## src/rtl/core/frte_pkg.sv

```systemverilog
`default_nettype none
package frte_pkg;
  localparam int unsigned ExpBias = 1023;
  localparam int unsigned FracWidth = 52;
  localparam logic [10:0] ExpAllOnes = 11'h7ff;
  localparam logic [62:0] OneBits = 63'h3ff0000000000000;

  typedef enum logic [1:0] {
    KIND_PASS,
    KIND_ZERO,
    KIND_ONE,
    KIND_ROUND
  } kind_t;

  typedef struct packed {
    logic        sign;
    logic [62:0] mag;
    kind_t       kind;
    logic [62:0] low_mask;
  } dec_t;

  typedef struct packed {
    logic        sign;
    logic [62:0] mag;
    kind_t       kind;
    logic [62:0] whole;
    logic [62:0] unit;
    logic        up;
  } cmp_t;
endpackage
`default_nettype wire

```

## src/rtl/core/frte_decode.sv

```systemverilog
`default_nettype none
module frte_decode (
  input  wire logic [63:0]  bits,
  output frte_pkg::dec_t    dec
);
  import frte_pkg::*;

  logic [10:0] expo;
  logic [5:0]  drop;
  logic [10:0] ediff;

  assign expo  = bits[62:52];
  assign ediff = expo - 11'(ExpBias);
  assign drop  = 6'(FracWidth) - ediff[5:0];

  always_comb begin
    dec.sign     = bits[63];
    dec.mag      = bits[62:0];
    dec.low_mask = (63'd1 << drop) - 63'd1;
    if (expo == ExpAllOnes || expo >= 11'(ExpBias + FracWidth)) begin
      dec.kind = KIND_PASS;
    end else if (expo < 11'(ExpBias - 1)) begin
      dec.kind = KIND_ZERO;
    end else if (expo == 11'(ExpBias - 1)) begin
      dec.kind = (bits[51:0] == 52'd0) ? KIND_ZERO : KIND_ONE;
    end else begin
      dec.kind = KIND_ROUND;
    end
  end
endmodule
`default_nettype wire

```

## src/rtl/core/frte_compare.sv

```systemverilog
`default_nettype none
module frte_compare (
  input  wire frte_pkg::dec_t dec,
  output frte_pkg::cmp_t      cmp
);
  import frte_pkg::*;

  logic [62:0] unit;
  logic [62:0] half;
  logic [62:0] rest;
  logic [62:0] whole;

  assign unit  = dec.low_mask + 63'd1;
  assign half  = unit >> 1;
  assign rest  = dec.mag & dec.low_mask;
  assign whole = dec.mag & ~dec.low_mask;

  always_comb begin
    cmp.sign  = dec.sign;
    cmp.mag   = dec.mag;
    cmp.kind  = dec.kind;
    cmp.whole = whole;
    cmp.unit  = unit;
    cmp.up    = (rest > half) || (rest == half && (whole & unit) != 63'd0);
  end
endmodule
`default_nettype wire

```

## src/rtl/core/float_round_to_integer_even_top.sv

```systemverilog
`default_nettype none
// Rounds one IEEE-754 binary64 per transaction to the nearest integral value, ties to
// even, keeping the sign (negative zero included); NaN, infinity and integral values
// pass unchanged. Three register stages (decode, compare, add); one transaction per
// cycle sustained while the output takes results. Backpressure stalls the whole
// pipeline; bubbles are squeezed out.
module float_round_to_integer_even_top (
  input  wire logic        clk,
  input  wire logic        rst,
  input  wire logic        s_axis_tvalid,
  output logic             s_axis_tready,
  input  wire logic [63:0] s_axis_tdata,   // [63:0] operand_bits
  output logic             m_axis_tvalid,
  input  wire logic        m_axis_tready,
  output logic [63:0]      m_axis_tdata    // [63:0] rounded_bits
);
  import frte_pkg::*;

  logic        v1, v2, v3;
  dec_t        dec_c, dec_reg;
  cmp_t        cmp_c, cmp_reg;
  logic [63:0] res_next;
  logic        adv3, adv2, adv1;

  assign adv3 = !v3 || m_axis_tready;
  assign adv2 = !v2 || adv3;
  assign adv1 = !v1 || adv2;
  assign s_axis_tready = adv1;

  frte_decode u_decode (.bits(s_axis_tdata), .dec(dec_c));
  frte_compare u_compare (.dec(dec_reg), .cmp(cmp_c));

  always_comb begin
    case (cmp_reg.kind)
      KIND_PASS:  res_next = {cmp_reg.sign, cmp_reg.mag};
      KIND_ZERO:  res_next = {cmp_reg.sign, 63'd0};
      KIND_ONE:   res_next = {cmp_reg.sign, OneBits};
      KIND_ROUND: res_next = {cmp_reg.sign,
                              cmp_reg.up ? cmp_reg.whole + cmp_reg.unit : cmp_reg.whole};
      default:    res_next = {cmp_reg.sign, cmp_reg.mag};
    endcase
  end

  always_ff @(posedge clk) begin
    if (rst) begin
      v1 <= 1'b0;
      v2 <= 1'b0;
      v3 <= 1'b0;
    end else begin
      if (adv1) v1 <= s_axis_tvalid;
      if (adv2) v2 <= v1;
      if (adv3) v3 <= v2;
    end
    if (adv1) dec_reg <= dec_c;
    if (adv2) cmp_reg <= cmp_c;
    if (adv3) m_axis_tdata <= res_next;
  end

  assign m_axis_tvalid = v3;
endmodule
`default_nettype wire

```

## config.mk

```make
export PLATFORM = sky130hd
export DESIGN_NAME = float_round_to_integer_even_top
export DESIGN_NICKNAME = d
export VERILOG_FILES = /design/src/rtl/core/frte_pkg.sv /design/src/rtl/core/frte_decode.sv /design/src/rtl/core/frte_compare.sv /design/src/rtl/core/float_round_to_integer_even_top.sv
export SDC_FILE = /design/constraint.sdc
export NUM_CORES = 1
export LEC_CHECK = 0
export BUFFER_PORTS_ARGS = -buffer_cell sky130_fd_sc_hd__buf_2
export CAP_MARGIN = 10
export CORE_MARGIN = 5
export CORE_UTILIZATION = 45
export CTS_CLUSTER_DIAMETER = 30
export CTS_CLUSTER_SIZE = 10
export DETAILED_ROUTE_END_ITERATION = 10
export PLACE_DENSITY = 0.65
export SYNTH_ARGS = -nofsm -noshare
export SYNTH_HDL_FRONTEND = slang
export SYNTH_SLANG_ARGS = --single-unit
```

## constraint.sdc

```tcl
create_clock -name clk -period 8.14 [get_ports clk]
set_input_delay 1.628 -clock clk [delete_from_list [all_inputs] [get_ports clk]]
set_output_delay 1.628 -clock clk [all_outputs]
set_load 0.02 [all_outputs]
```

---- After elaboration in Yosys (flattened, before gate mapping) ----
Cells that the tools add are included.
storage, ports and cells
  flip-flop bits (word level) ............. 389
  input port bits ......................... 68
  output and inout bits ................... 66
operators by class
  add/sub/neg operators ................... 5
  $lt $le $gt $ge ......................... 3
  eq/ne operators ......................... 6
  shifts and indexed selects .............. 1
  multiplexer cells ....................... 5
  bitwise operators ....................... 4
  reduce and logical (&&, ||, !) cells .... 13
operators with widths
  kind                                                                     count
  64-bit case mux with 4 select lines                                      1
  63-bit bitwise AND                                                       3
  63-bit by 1-bit adder with 63-bit output (second input constant)         1
  63-bit adder                                                             1
  63-bit by 62-bit == test with 1-bit output                               1
  63-bit by 62-bit greater-than comparator with 1-bit output               1
  63-bit two-way mux                                                       1
  63-bit NOT                                                               1
  63-bit nonzero test                                                      1
  1-bit by 6-bit left shift with 63-bit output (first input constant)      1
  63-bit by 1-bit subtractor with 63-bit output (second input constant)    1
  52-bit zero test                                                         1
  11-bit by 10-bit == test with 1-bit output (second input constant)       1
  11-bit == test (second input constant)                                   1
  11-bit >= comparator (second input constant)                             1
  11-bit by 10-bit < comparator with 1-bit output (second input constant)  1
  6-bit subtractor (first input constant)                                  1
  6-bit subtractor (second input constant)                                 1
  1-bit logical OR                                                         5
  2-bit == test (second input constant)                                    2
  2-bit two-way mux                                                        2
  1-bit zero test                                                          3
  2-bit by 1-bit == test with 1-bit output (second input constant)         1
  2-bit zero test                                                          1
  other kinds (3)                                                          3

---- Logic depth before layout (Yosys ltp) ----
Gate-level depths: netlist (run 1).
  depth in word-level cells ............... 6
  gate-level depth with buffers ........... 22
  gate-level depth less buffers ........... 22

---- By module ----
From an unflattened synthesis (run 1), not the netlist that was laid out.
second synthesis, totals
  cell total of the unflattened synthesis .. 2237
  area, all modules ....................... 23874.1 um^2
modules (own cells, without submodules)
  module                           instances  cells an instance  area each (um^2)  sequential area each (um^2)
  float_round_to_integer_even_top  1          1175               16792.4           11651.2
  frte_compare                     1          723                5032.3            0.0
  frte_decode                      1          339                2049.5            0.0

---- Worst setup path before layout (run 1) ----
Ideal clock, no wire load.
  path kind ............................... input to output
  start point ............................. input m_axis_tready
  end point ............................... output s_axis_tready
  arrival time ............................ 4.699 ns
  data required time ...................... 6.512 ns
  path slack .............................. 1.813 ns
  stages .................................. 3
  buffers on the path ..................... 0
  path through ............................ nor2b_1 and2_1 nand2_1
on the way
  cells in the longest elaborated chain, start to end .. 3
RTL lines
  what              line                                   RTL
  start, declared   float_round_to_integer_even_top.sv:14  input wire logic m_axis_tready,
  1-bit logical OR  float_round_to_integer_even_top.sv:25  assign adv3 = !v3 || m_axis_tready;
  1-bit logical OR  float_round_to_integer_even_top.sv:26  assign adv2 = !v2 || adv3;
  1-bit logical OR  float_round_to_integer_even_top.sv:27  assign adv1 = !v1 || adv2;
  end, declared     float_round_to_integer_even_top.sv:11  output logic s_axis_tready,
No other way between the ends.

==> implementation parameters, run 1 <==
Parameter                              Value

Synth
  Number of standard cells after synthesis ... 2074
  Number of enable flip-flop cells after synthesis ... 386
  Top flip-flop cell by instance count after synthesis ... edfxtp_1
  Number of synthesis warnings ... 0
  Post-synthesis instance area ... 22200 sq um
  Synth Area per Inst ... 10.7 sq um
  Sequential element share of the synthesized area ... 52.5%
  Synth unique cells ... 81
  Total of flip-flops plus latches after synthesis ... 389
  Synthesized net count ... 2270
  Proportion of synthesized flip-flops having asynchronous set or reset ... 0%

STA
  Worst slew margin relative to its limit ... 17.5%
  Minimum clock period after layout ... 6.50 ns
  Endpoints failing setup ... 0
  Sum Neg Setup Slack ... 0 ns
  Number of hold violations in the final report ... 0
  RSZ-0062 raised after global routing ... false
  Max Fclk ... 154 MHz
  Count of final max-slew check failures ... 0
  Transition at the pin with the smallest max-transition slack ... 1.23 ns
  Post-route fraction of the period consumed by the critical path ... 79.9%
  Worst Skew ... 0.0213 ns

Global routing
  Number of global-route vias before repair ... 16571
  GR Util met3 ... 6.02%
  First-pass GRT wire length ... 97.7 mm
  Most heavily used metal layer in global routing ... met2
  Total gr overflow ... 0
  Largest net degree at the start of global routing ... 116
  Routing usage on met2 ... 35.7%
  Initial antenna violation count ... 1
  All-Layer GR Usage ... 23.7%
  Fraction of met1 tracks used by global routing ... 32.7%

Clock network
  Worst-Skew Late Latency ... 0.62 ns
  Number of buffers inserted to repair setup after CTS ... 0
  Number of buffers added by the clock tree synthesis step ... 91
  Clock tree root driver cell ... clkbuf_16
  Clock Sink Count ... 389
  Maximum level of the CTS H-tree ... 3
  Post_cts resized ... 0
  Worst-path clk slew ... 0.05 ns
  Clock Path Buffers ... 3
  Hold_buf cts ... 0
  Clock tree from TritonCTS ... yes

Min path
  Hold depth ... 0
  Worst min-delay path startpoint ... dec_reg[128]
  Hold crit path type ... flip-flop to flip-flop

Job
  Maximum Capacitance Violations ... 0

Die
  Die footprint ... 53900 sq um
  Standard-cell rows ... 81
  Die width ... 232 um
  # IOs ... 134
  Vert. Die Dim ... 232 um
  Core region area ... 48800 sq um
  Initial cell density of the core ... 45.4%

Power and ir drop
  Peak supply drop ... 0.180 mV
  Static Leakage ... 11.1 nW
  Total power ... 8.01 mW
  Areal power density over the cells ... 300 nW/um^2

Route
  DR vias/cell ... 5.72
  Residual DRC count ... 0
  Wire length after detailed routing ... 65.0 mm
  Per-cell routed wire length ... 21.9 um
  Antenna-violating nets left ... 0
  Via Count ... 17000
  Number of DRC markers after the initial detailed-route iteration ... 1846
  Iteration count of the initial detailed-routing pass ... 7

Critical path
  Origin of the critical flop-to-flop path ... dec_reg[5]
  Maximum net fanout on the critical path ... 8
  Setup crit start ... dec_reg[5]
  Crit Path Category ... flip-flop to flip-flop
  Worst EP arrival ... 6.84 ns
  CP startpoint kind ... flip-flop
  Cell depth of the worst flop-to-flop path ... 20
  Nature of the critical path endpoint ... flip-flop
  Data required time at the worst endpoint ... 8.48 ns

Place
  Total placed cells including tap cells ... 2804
  I/O Buffers ... 133
  Final weighted congestion in routability-driven placement ... 0.915
  Cell area after placement ... 23500 sq um
  Half-perimeter wire length after placement ... 48.5 mm

Status
  Status ... finished, final reports clean

Final layout
  Max FFs per register ... 193
  Area of all placed cells without fillers ... 26700 sq um
  Filler instances ... 4271
  Growth of design area from synthesis to finish ... 20.1%
  Final core area utilization ... 54.6%
  Final net count ... 2429
  Most frequent cells in the layout ... edfxtp_1 (386), nand2_1 (179), nor2_1 (152)
  Leading cell type in the layout, fill and taps excluded ... edfxtp_1
  Final cell count without fillers ... 2970
  Layout cells sized above 1 ... 13.8%
  Ant. Diodes ... 0
[synth_stat cells (all sizes together) (5+ instances only)]
cell | count | share of area (%)
edfxtp | 386 | 52
nand2 | 180 | 3.0
nor2 | 153 | 2.6
o21ai | 132 | 3.0
ha | 127 | 7.2
a21oi | 124 | 2.8
nor2b | 95 | 2.7
inv | 90 | 1.5
xnor2 | 73 | 2.9
and2 | 69 | 1.9
a21o | 64 | 2.2
clkbuf | 63 | 1.1
nand4 | 60 | 1.7
xor2 | 55 | 2.2
nand3 | 51 | 1.2
nor3 | 35 | 0.84
mux2i | 34 | 1.5
a31oi | 29 | 0.82
nor4 | 24 | 0.74
and3 | 23 | 0.65
nand2b | 19 | 0.54
buf | 16 | 0.36
o21a | 15 | 0.51
o21bai | 14 | 0.47
or3 | 12 | 0.36
a211oi | 10 | 0.34
o22ai | 10 | 0.28
or2 | 10 | 0.29
o211ai | 9 | 0.30
o31ai | 9 | 0.30
a22oi | 7 | 0.26
a221oi | 5 | 0.20
a31o | 5 | 0.20
and4 | 5 | 0.20
[kinds of logic (layout without fill, tap and decap cells)]
| kind of cell | count (synthesis) | after routing | share of synthesized area (%) |
|---|---|---|---|
| adder cells (fa/ha/maj) | 128 | 128 | 7.25 |
| multiplexers | 35 | 35 | 1.58 |
| AND/OR/NAND/NOR | 748 | 748 | 17.2 |
| XOR/XNOR | 128 | 128 | 5.08 |
| buffers and inverters | 171 | 403 | 2.99 |
| flip-flops | 389 | 389 | 52.5 |
| AO/OA/AOI/OAI | 475 | 475 | 13.4 |
[report_power, final]
part	switching, mW	internal (mW)	leakage, nW	total (mW)
logic	1.03	0.632	5.38	1.66
clock network	1.14	2.57	1.51	3.71
registers	0.178	2.46	4.22	2.64
total	2.35	5.66	11.1	8.01
[through the flow]
step                hold WS [ns]  worst slack (ns)
floorplan                  0.400              1.81
global placement           0.419              1.53
detailed placement         0.412              1.37
finish                     0.428              1.64
CTS                        0.423              1.76
global route               0.430              1.13
[final timing paths]
| check | slack, ns | end |
|---|---|---|
| max | 1.64 | cmp_reg[0] |
| min | 0.43 | cmp_reg[192] |
| max reg2reg | 1.64 | cmp_reg[0] |
| min reg2reg | 0.43 | cmp_reg[192] |
[cell type report]
class	count	area (sq um)	share of cell area, %
clock buffer	102	2380	8.94
clock inverter	64	779	2.92
inverter	92	352	1.32
multi-input combinational	1514	9900	37.1
sequential	389	11700	43.7
tap	664	831	3.12
timing repair buffer	145	768	2.88
[metal layers]
metal  wire [um]  vias up
met2       28700      665
met1       28700     8149
met4        2760        0
li1            -     8045
met5           0        -
met3        4790      141
[critical path: stages, from the launching register on]
cell and delay, ns:
edfxtp_1 0.48, nand4_1 0.28, nor3_4 0.42, nand4_2 0.23
nor4_4 0.43, nand3_2 0.18, nor2b_1 0.59, nand3_1 0.28
nor3_1 0.55, and3_1 0.29, xnor2_1 0.10, ha_1 0.30
nand3_1 0.10, a211oi_1 0.56, nand4_1 0.21, a21oi_1 0.18
nand4_1 0.12, a311oi_1 0.31, nand4_1 0.16, a2111oi_0 0.29
a31oi_1 0.16
(Power assumes the default switching activity.)
==> run 2, diff against run 1 <==
Clock period 8.14 ns to 6.6 ns, I/O delays scaled along.
==> run 2 against run 1 <==
Against the previous run: highest routed layer is now met5; critical path depth rose by 1; worst setup slack got worse by 1.1 ns; worst hold slack got worse by 0.013 ns; routed wire length rose by 1.1%; clock skew rose by 0.0048 ns; clock power rose by 26%; sequential power rose by 23%; first-iteration DRC count fell by 1.5%; clock-buffer cell count fell by 4; design area rose by 0.38%; combinational power rose by 24%; global-route usage rose by 0.26 points; critical endpoint unchanged.
==> implementation parameters, run 2 (synthesis results as in run 1) <==
Parameter                              Value

Status
  Status ... finished, final reports clean

STA
  Worst slew margin relative to its limit ... 25.6%
  Sum Neg Setup Slack ... 0 ns
  Transition at the pin with the smallest max-transition slack ... 1.11 ns
  Hold slack ... 0.415 ns
  RSZ-0062 raised after global routing ... false
  Slack of the critical path ... 0.576 ns
  Worst Skew ... 0.0261 ns
  Count of final max-slew check failures ... 0
  Post-route fraction of the period consumed by the critical path ... 91.3%
  Number of hold violations in the final report ... 0
  Minimum clock period after layout ... 6.02 ns
  Max Fclk ... 166 MHz
  Endpoints failing setup ... 0

Clock network
  Clock tree from TritonCTS ... yes
  Worst-Skew Late Latency ... 0.62 ns
  Maximum level of the CTS H-tree ... 3
  Number of buffers added by the clock tree synthesis step ... 91
  Hold_buf cts ... 0
  Worst-path clk slew ... 0.05 ns
  Clock Path Buffers ... 3
  Clock Sink Count ... 389
  Number of buffers inserted to repair setup after CTS ... 0
  Post_cts resized ... 0
  Clock tree root driver cell ... clkbuf_16

Final layout
  Final core area utilization ... 54.8%
  Final net count ... 2433
  Final cell count without fillers ... 2974
  Most frequent cells in the layout ... edfxtp_1 (386), nand2_1 (179), nor2_1 (152)
  Max FFs per register ... 193
  Area of all placed cells without fillers ... 26800 sq um
  Leading cell type in the layout, fill and taps excluded ... edfxtp_1
  Layout cells sized above 1 ... 14.4%
  Growth of design area from synthesis to finish ... 20.6%
  Ant. Diodes ... 0
  Filler instances ... 4253

Critical path
  Nature of the critical path endpoint ... flip-flop
  Data required time at the worst endpoint ... 6.95 ns
  Crit Path Category ... flip-flop to flip-flop
  Flop2flop setup slack ... 0.58 ns
  Maximum net fanout on the critical path ... 7
  Worst EP arrival ... 6.37 ns
  CP startpoint kind ... flip-flop
  Cell depth of the worst flop-to-flop path ... 21

Place
  Final weighted congestion in routability-driven placement ... 0.973
  I/O Buffers ... 133
  Cell area after placement ... 23500 sq um
  Minimum setup slack after placement ... 0.722 ns
  Total placed cells including tap cells ... 2808
  Half-perimeter wire length after placement ... 48.9 mm

Route
  Wire length after detailed routing ... 65.7 mm
  DR vias/cell ... 5.76
  Iteration count of the initial detailed-routing pass ... 7
  Antenna-violating nets left ... 0
  Per-cell routed wire length ... 22.1 um
  Via Count ... 17135
  Residual DRC count ... 0
  Number of DRC markers after the initial detailed-route iteration ... 1819

Global routing
  First-pass GRT wire length ... 99.2 mm
  All-Layer GR Usage ... 23.9%
  Largest net degree at the start of global routing ... 89
  Initial antenna violation count ... 4
  Number of global-route vias before repair ... 16587
  Total gr overflow ... 0

Power and ir drop
  Static Leakage ... 11.1 nW
  Areal power density over the cells ... 374 nW/um^2
  Peak supply drop ... 0.198 mV
  Total power ... 10.0 mW

Min path
  Hold depth ... 0
  Hold crit path type ... flip-flop to flip-flop

Die
  Standard-cell rows ... 81
  # IOs ... 134
  Initial cell density of the core ... 45.4%
  Die footprint ... 53900 sq um
  Die width ... 232 um
  Core region area ... 48800 sq um
  Vert. Die Dim ... 232 um

Job
  Maximum Capacitance Violations ... 0
-- run 2: cell count changes in the layout (fill, tap and decap cells not counted), moves of 2 or more --
cell        before  now
bufinv_16       15   17
clkinvlp_4      12   18
clkinv_1        15    9
buf_4           11   15
clkbuf_1         8    5
inv_6            6   12
clkinv_2        10    7
-- run 2: per-layer routing --
metal	track usage, %	wire length (um)	vias up
met5	0	20	-
met4	9.95	2280	2
met3	4.66	4750	118
met2	35.9	29200	689
met1	34.3	29500	8260
li1	-	-	8066
-- run 2: path summary, 6_finish.rpt --
kind               start           end
max reg2reg   dec_reg[0]    cmp_reg[0]
max           dec_reg[0]    cmp_reg[0]
min reg2reg  dec_reg[64]  cmp_reg[128]
min          dec_reg[64]  cmp_reg[128]
-- run 2: cell type report --
class	count	area, sq um	area share [%]
timing repair buffer	149	798	2.98
clock inverter	68	887	3.31
tap	664	831	3.10
sequential	389	11700	43.5
inverter	92	352	1.31
clock buffer	98	2350	8.77
multi-input combinational	1514	9900	37.0
-- run 2: report_power, final --
part / total (mW) / internal, mW / switching [mW]
registers: 3.26 / 3.03 / 0.228
clock network: 4.69 / 3.24 / 1.45
logic: 2.06 / 0.780 / 1.28
total: 10.0 / 7.05 / 2.96
-- run 2: critical path, stage by stage (launching register included) --
cell and delay (ns):
edfxtp_1 0.43, ha_1 0.26, nand4_1 0.26, nor2_1 0.41
and4_1 0.31, nand3_2 0.19, or3_1 0.45, or4_1 0.59
nor2_1 0.21, nand2_1 0.13, nor2_1 0.16, xnor2_1 0.11
ha_1 0.29, nand4_1 0.09, a211oi_1 0.45, nand4_1 0.20
a21oi_1 0.16, nand4_1 0.11, a311oi_1 0.27, nand4_1 0.15
a2111oi_0 0.40, a31oi_1 0.14
